**src/rtl/dvm_pkg.sv**
```systemverilog
// ----------------------------------------------------------------------------
// dvm_pkg : shared types and constants of the depth valid-mean downsampler
// Frame geometry, field widths, payload structs and the control/status
// bundles between the controller and the datapath.
// ----------------------------------------------------------------------------
package dvm_pkg;

  // Output frame geometry; the raw frame is twice as wide and twice as tall in 2x mode.
  localparam int OUT_WIDTH  = 640;
  localparam int OUT_HEIGHT = 480;

  localparam int COL_W  = $clog2(2 * OUT_WIDTH + 1);
  localparam int ROW_W  = $clog2(2 * OUT_HEIGHT + 1);
  localparam int ADDR_W = $clog2(OUT_WIDTH);

  localparam logic [COL_W-1:0] RAW_W_PASS = COL_W'(OUT_WIDTH);
  localparam logic [COL_W-1:0] RAW_W_2X   = COL_W'(2 * OUT_WIDTH);
  localparam logic [ROW_W-1:0] RAW_H_PASS = ROW_W'(OUT_HEIGHT);
  localparam logic [ROW_W-1:0] RAW_H_2X   = ROW_W'(2 * OUT_HEIGHT);

  localparam int SAMPLE_W = 16;
  localparam int SUM_W    = 17;              // sum of one sample pair
  localparam int CNT_W    = 2;               // valid count of one pair
  localparam int ENTRY_W  = SUM_W + CNT_W;   // line store word
  localparam int TSUM_W   = SUM_W + 1;       // sum of a 2x2 block
  localparam int TCNT_W   = CNT_W + 1;       // valid count of a 2x2 block
  localparam int DIVD_W   = TSUM_W;          // divider dividend width
  localparam int DIVS_W   = 8;               // divider divisor width

  // Configuration register indexes
  localparam int CFG_IDX_W = 1;
  localparam logic [CFG_IDX_W-1:0] CFG_DOWNSAMPLE_2X = 1'b0;
  localparam logic [CFG_IDX_W-1:0] CFG_DEPTH_DIVISOR = 1'b1;
  localparam int CFG_DATA_W = 8;

  typedef struct packed {
    logic [SAMPLE_W-1:0] raw_depth;
    logic                frame_start;
  } in_item_t;

  typedef struct packed {
    logic [7:0] depth_high;
    logic [7:0] depth_low;
    logic       last_of_frame;
  } out_item_t;

  // Controller to datapath
  typedef struct packed {
    logic take;          // input transaction completes this cycle
    logic start_pass;    // divide the incoming sample by the divisor
    logic start_mean;    // divide the block sum by its valid count
    logic start_scale;   // divide the block mean by the divisor
    logic load_out;      // move the quotient into the output register
  } ctrl_cmd_t;

  // Datapath to controller
  typedef struct packed {
    logic is_pass;       // incoming sample yields a pass-through result
    logic is_bottom;     // incoming sample closes a 2x2 block
    logic div_done;      // divider quotient is ready
    logic out_free;      // output register can take a new result
  } ctrl_sts_t;

endpackage

```
**src/rtl/dvm_ctrl.sv**
```systemverilog
// ----------------------------------------------------------------------------
// dvm_ctrl : sequencing state machine
// Accepts one transaction at a time and steps the datapath through the
// line store read and mean division (2x mode), the scale division and the output load.
// ----------------------------------------------------------------------------
module dvm_ctrl (
  input  logic               clk,
  input  logic               rst_n,
  input  logic               in_valid,
  output logic               in_stall,
  input  dvm_pkg::ctrl_sts_t sts,
  output dvm_pkg::ctrl_cmd_t cmd
);

  localparam logic [2:0] S_IDLE      = 3'd0;
  localparam logic [2:0] S_READ      = 3'd1;
  localparam logic [2:0] S_DIV_MEAN  = 3'd2;
  localparam logic [2:0] S_DIV_SCALE = 3'd3;
  localparam logic [2:0] S_RESULT    = 3'd4;

  logic [2:0] state_r, state_nxt;
  logic       take;

  assign take     = in_valid && (state_r == S_IDLE);
  assign in_stall = (state_r != S_IDLE);

  always_comb begin
    cmd.take        = take;
    cmd.start_pass  = take && sts.is_pass;
    cmd.start_mean  = (state_r == S_READ);
    cmd.start_scale = (state_r == S_DIV_MEAN) && sts.div_done;
    cmd.load_out    = (state_r == S_RESULT) && sts.out_free;
  end

  always_comb begin
    state_nxt = state_r;
    case (state_r)
      S_IDLE: begin
        if (take && sts.is_pass) begin
          state_nxt = S_DIV_SCALE;
        end else if (take && sts.is_bottom) begin
          state_nxt = S_READ;
        end
      end
      S_READ: begin
        state_nxt = S_DIV_MEAN;
      end
      S_DIV_MEAN: begin
        if (sts.div_done) begin
          state_nxt = S_DIV_SCALE;
        end
      end
      S_DIV_SCALE: begin
        if (sts.div_done) begin
          state_nxt = S_RESULT;
        end
      end
      S_RESULT: begin
        if (sts.out_free) begin
          state_nxt = S_IDLE;
        end
      end
      default: begin
        state_nxt = S_IDLE;
      end
    endcase
  end

  always_ff @(posedge clk) begin
    if (!rst_n) begin
      state_r <= S_IDLE;
    end else begin
      state_r <= state_nxt;
    end
  end

endmodule

```
**config.mk**
```make
export PLATFORM = sky130hd
export DESIGN_NAME = dvm_ctrl
export DESIGN_NICKNAME = d
export VERILOG_FILES = /design/src/rtl/dvm_pkg.sv /design/src/rtl/dvm_ctrl.sv
export SDC_FILE = /design/constraint.sdc
export NUM_CORES = 1
export LEC_CHECK = 0
export BUFFER_PORTS_ARGS = -buffer_cell sky130_fd_sc_hd__buf_2
export CAP_MARGIN = 20
export CELL_PAD_IN_SITES_DETAIL_PLACEMENT = 0
export CELL_PAD_IN_SITES_GLOBAL_PLACEMENT = 1
export CORE_AREA = 4 4 41 43
export CTS_CLUSTER_DIAMETER = 40
export DETAILED_ROUTE_END_ITERATION = 8
export DIE_AREA = 0 0 45 47
export GPL_ROUTABILITY_DRIVEN = 0
export PLACE_DENSITY_LB_ADDON = 0.1
export SYNTH_ARGS = -nofsm -noshare
export SYNTH_HDL_FRONTEND = slang
export SYNTH_SLANG_ARGS = --single-unit
```
**constraint.sdc**
```tcl
create_clock -name clk -period 2.1 [get_ports clk]
set_input_delay 0.42 -clock clk [delete_from_list [all_inputs] [get_ports clk]]
set_output_delay 0.42 -clock clk [all_outputs]
set_load 0.05 [all_outputs]
```
==> impl_metrics.json, run 1 <==
{
  "ys_seq_elements": 3,
  "largest_reg_flops": 3,
  "reg2reg_slack_ps": 1070,
  "r2r_cells": 2,
  "critical_path.endpoint_type": "primary output",
  "post-route-min-period_ps": 1806,
  "clk_pin_slew_ps": 40,
  "dieHeight_um": 47,
  "hold_class": "in -> reg",
  "synth_top_area_share_pct": 24.74,
  "ys_warn_count": 0,
  "num_io_pins": 13,
  "std_cell_rows": 13,
  "met2_usage_pct": 7.627,
  "arrival_ps": 1390,
  "num_vias": 228,
  "synth.area.mux_share_pct": 0,
  "io_buffers": 12,
  "grt_pass1_wl_um": 917,
  "period_share_pct": 86.02,
  "status": "completed",
  "nFillCells": 154,
  "antenna_found_initial": 0,
  "crit_start": "state_r[1]$_SDFFE_PN0P_",
  "first_iter_violations": 1,
  "drv_cap": 0,
  "top_register": "state_r",
  "cts_made_buffers": 3,
  "hold_violations": 0,
  "synth_area_um2": 242.7,
  "holdWs_ps": 411.8,
  "fin_ws_ps": 293.5,
  "fin_worst_skew_ps": 0.7326,
  "start_kind": "register",
  "power_density_nw_per_um2": 877.2,
  "dp_hpwl_um": 436.6,
  "hold_end": "state_r[2]$_SDFFE_PN0P_",
  "cts_sinks": 3,
  "final_cell_mix": "buf_2, nand2b_1, clkbuf_4, dfxtp_1, nor2_1",
  "use_met1_pct": 8.182,
  "syn_inst": 26,
  "die-width_um": 45,
  "die_area_um2": 2115,
  "detail_route.wl_per_cell_um": 10.24,
  "reg2reg_from": "state_r[1]$_SDFFE_PN0P_",
  "drive_above_1_share_pct": 51.28,
  "rsz0062_at_grt": "false",
  "netlist_top_cells_area": "dfxtp_1, nor4b_4, buf_6",
  "cts_buffer_depth": 2,
  "hold_depth": 2,
  "ir_drop_mv": 0.2317,
  "num-nets-final": 47,
  "place_ws_ps": 539.6,
  "initial_core_util_pct": 18.65,
  "wirelength_um": 553,
  "root_buffer": "clkbuf_4",
  "grt_util_met3_pct": 0.3831,
  "drcViolationCount": 0,
  "holdCritStartpoint": "rst_n",
  "synth_top_family_by_area": "simple AND/OR/NAND/NOR gates",
  "ctsResizeCount": 0,
  "max-slew-margin-rel_pct": 72.17,
  "clkLatencyLatePin_ps": 230,
  "avgSynthCellArea_um2": 9.336,
  "syn2layout_area_growth_pct": 30.93,
  "worstPathRequired_ps": 1680,
  "ctsHoldBuffers": 0,
  "via_per_inst": 4.222,
  "cts_tree": "yes",
  "drtAntennaViolNets": 0,
  "ys_seq_area_share_pct": 24.74,
  "antenna_cells": 0,
  "grt_use_total_pct": 6.714,
  "grt_start_max_net_pins": 11,
  "max_freq_mhz": 553.6,
  "finalSetupViolCount": 0,
  "clock_tree.htree_level_count": 1,
  "synth_xor_area_share_pct": 0,
  "syn_nets": 33,
  "reg_top3": "state_r (3)",
  "busiest_layer": "met4",
  "drv_slew": 0,
  "worstPathMaxFanout": 10,
  "setup_tns_ps": 0,
  "core_area_um2": 1301,
  "grt.overflow.total": 0,
  "grt_pass1_vias": 218,
  "crit_type": "reg -> out",
  "synth_cell_type_count": 20,
  "rr_endpoint": "state_r[0]$_SDFFE_PN0P_",
  "leakage_nw": 0.1433,
  "synth-simple-area-share_pct": 38.66,
  "drt-pass1-iter-count": 2,
  "tightest_slew_ps": 416.8,
  "synth_compound_area_share_pct": 21.13,
  "layout_commonest_cell": "buf_2",
  "cts_setup_buffers": 0,
  "synth_fa_ha_area_share_pct": 0,
  "yosysTopAreaCell": "dfxtp_1"
}
[cells by family (layout without fill, tap and decap cells)]
logic type | count (synthesis) | count (layout)
buffers and inverters | 5 | 18
flip-flops | 3 | 3
AO/OA/AOI/OAI | 6 | 6
AND/OR/NAND/NOR | 12 | 12
[worst max-delay path, cell delays in order (launching register included)]
cell     delay [ps]
dfxtp_1         560
nand2_1         130
nor3_1          170
buf_2           290
[cell type report]
cell class / instances / area (µm²) / area share (%)
Clock buffer: 4 / 26.28 / 8.268
Inverter: 2 / 7.507 / 2.362
Multi-Input combinational cell: 18 / 145.1 / 45.67
Sequential cell: 3 / 60.06 / 18.90
Tap cell: 15 / 18.77 / 5.906
Timing Repair Buffer: 12 / 60.06 / 18.90
[metal layers]
| layer | vias to the layer above | wire (µm) | part of all wire (%) |
|---|---|---|---|
| met5 | - | 0 | 0 |
| met4 | 0 | 19 | 3.4 |
| met3 | 2 | 47 | 8.5 |
| met2 | 11 | 235 | 42 |
| met1 | 96 | 251 | 45 |
| li1 | 119 | - | - |
[where the power goes]
| part | switching (mW) | total, mW | internal (mW) |
|---|---|---|---|
| Sequential | 0.0176 | 0.0807 | 0.0631 |
| Clock | 0.0299 | 0.101 | 0.0712 |
| Combinational | 0.0671 | 0.0970 | 0.0299 |
[synthesized netlist by cell type]
library cell and instances:
nor3_2 1, nor2_1 2, a211oi_1 1, buf_6 2
inv_1 1, nand2b_1 3, buf_4 1, dfxtp_1 3
a221oi_2 1, nor4b_4 1, inv_2 1, a21oi_1 1
a311oi_1 1, and4bb_2 1, nor3_1 1, nand2_1 1
o21a_1 1, o211ai_1 1, and3_1 1, and2_1 1
[stage by stage]
step / utilization [%] / power [mW] / instances / area [µm²]
2_1_floorplan: - / 0.1680 / 26 / 242.7
3_3_place_gp: 22.40 / 0.1795 / 50 / 291.5
3_5_place_dp: 22.40 / 0.1794 / 50 / 291.5
4_1_cts: 24.42 / 0.2852 / 54 / 317.8
5_1_grt: 24.42 / 0.2972 / 54 / 317.8
6_report: 24.42 / 0.2788 / 54 / 317.8
[worst max path at each step]
stage             end  slack, ps  cells after the start
6_report       cmd[1]        290                      3
4_1_cts        cmd[1]        280                      3
5_1_grt        cmd[1]        140                      3
3_5_place_dp   cmd[1]        540                      3
3_3_place_gp   cmd[1]        540                      3
2_1_floorplan  cmd[1]        130                      3
Power figures use the tool's default switching activity.
==> run 2, diff against run 1 <==
PLACE_DENSITY = 0.58   (was not set)
PLACE_DENSITY_LB_ADDON = not set   (was 0.1)
==> impl_metrics.json, run 2 (synthesized netlist as in run 1, its figures left out) <==
{
  "worstPathRequired_ps": 1680,
  "cts_setup_buffers": 0,
  "worstPathMaxFanout": 9,
  "detail_route.wl_per_cell_um": 9.444,
  "top_register": "state_r",
  "grt_use_total_pct": 6.156,
  "power_uw": 279.4,
  "drv_cap": 0,
  "ctsResizeCount": 0,
  "tightest_slew_ps": 409.3,
  "power_density_nw_per_um2": 879.2,
  "start_kind": "register",
  "holdWs_ps": 406.6,
  "cts_buffer_depth": 2,
  "drv_slew": 0,
  "hold_class": "in -> reg",
  "cts_tree": "yes",
  "num_vias": 230,
  "post-route-min-period_ps": 1758,
  "largest_reg_flops": 3,
  "leakage_nw": 0.1433,
  "num_io_pins": 13,
  "io_buffers": 12,
  "die_area_um2": 2115,
  "first_iter_violations": 1,
  "crit_type": "reg -> out",
  "drtAntennaViolNets": 0,
  "wirelength_um": 510,
  "ctsHoldBuffers": 0,
  "arrival_ps": 1340,
  "clock_tree.htree_level_count": 1,
  "critical_path.endpoint_type": "primary output",
  "period_share_pct": 83.71,
  "dp_hpwl_um": 397.5,
  "setup_tns_ps": 0,
  "dieHeight_um": 47,
  "antenna_cells": 0,
  "hold_violations": 0,
  "cts_made_buffers": 3,
  "reg_top3": "state_r (3)",
  "core_area_um2": 1301,
  "drcViolationCount": 0,
  "grt_pass1_vias": 218,
  "nFillCells": 161,
  "num-nets-final": 47,
  "status": "completed",
  "max-slew-margin-rel_pct": 72.67,
  "grt_start_max_net_pins": 11,
  "grt.overflow.total": 0,
  "antenna_found_initial": 0,
  "finalSetupViolCount": 0,
  "drt-pass1-iter-count": 2,
  "fin_worst_skew_ps": 2.029,
  "syn2layout_area_growth_pct": 30.93,
  "rsz0062_at_grt": "false",
  "ir_drop_mv": 0.1878,
  "clkLatencyLatePin_ps": 230,
  "layout_commonest_cell": "buf_2",
  "root_buffer": "clkbuf_4",
  "final_cell_mix": "buf_2, nand2b_1, clkbuf_4, dfxtp_1, nor2_1",
  "clk_pin_slew_ps": 40,
  "std_cell_rows": 13,
  "die-width_um": 45,
  "max_freq_mhz": 568.9,
  "cts_sinks": 3,
  "via_per_inst": 4.259,
  "grt_pass1_wl_um": 848,
  "initial_core_util_pct": 18.65,
  "drive_above_1_share_pct": 51.28
}
## run 2: metrics by stage
stage	setup slack, ps	util, %	cells	cell area (µm²)
after global routing	183.5	24.42	54	317.8
after global placement	574.3	22.40	50	291.5
final	342.1	24.42	54	317.8
after floorplan	129.8	-	26	242.7
after CTS	318.9	24.42	54	317.8
after detailed placement	572.6	22.40	50	291.5
## run 2: layout make-up
class	instances	area, µm²	area share [%]
sequential	3	60.06	18.90
inverter	2	7.507	2.362
tap	15	18.77	5.906
multi-input combinational	18	145.1	45.67
timing repair buffer	12	60.06	18.90
clock buffer	4	26.28	8.268
## run 2: where the power goes
part / switching [mW] / total [mW] / internal (mW)
Combinational: 0.0669 / 0.0968 / 0.0298
Sequential: 0.0172 / 0.0804 / 0.0631
Clock: 0.0310 / 0.102 / 0.0713
Total: 0.115 / 0.279 / 0.164
## run 2: critical path: stages (launching register included)
cell     delay, ps
dfxtp_1        410
nor3_2         260
and3_1         180
buf_2          250
## run 2: final timing paths
check                                              from                      end  slack (ps)  depth (start not counted)
worst max-delay path            state_r[0]$_SDFFE_PN0P_                   cmd[3]         340                          3
worst min-delay path                              rst_n  state_r[2]$_SDFFE_PN0P_         410                          2
worst max register to register  state_r[1]$_SDFFE_PN0P_  state_r[0]$_SDFFE_PN0P_        1070                          2
worst min register to register  state_r[2]$_SDFFE_PN0P_  state_r[0]$_SDFFE_PN0P_         680                          2
## run 2: routing by layer
layer | vias up | global-route usage [%] | wire [µm]
met2 | 8 | 9.322 | 262
li1 | 118 | - | -
met4 | 0 | 7.018 | 13
met3 | 2 | 3.448 | 35
met1 | 102 | 5.442 | 197
met5 | - | 0 | 0
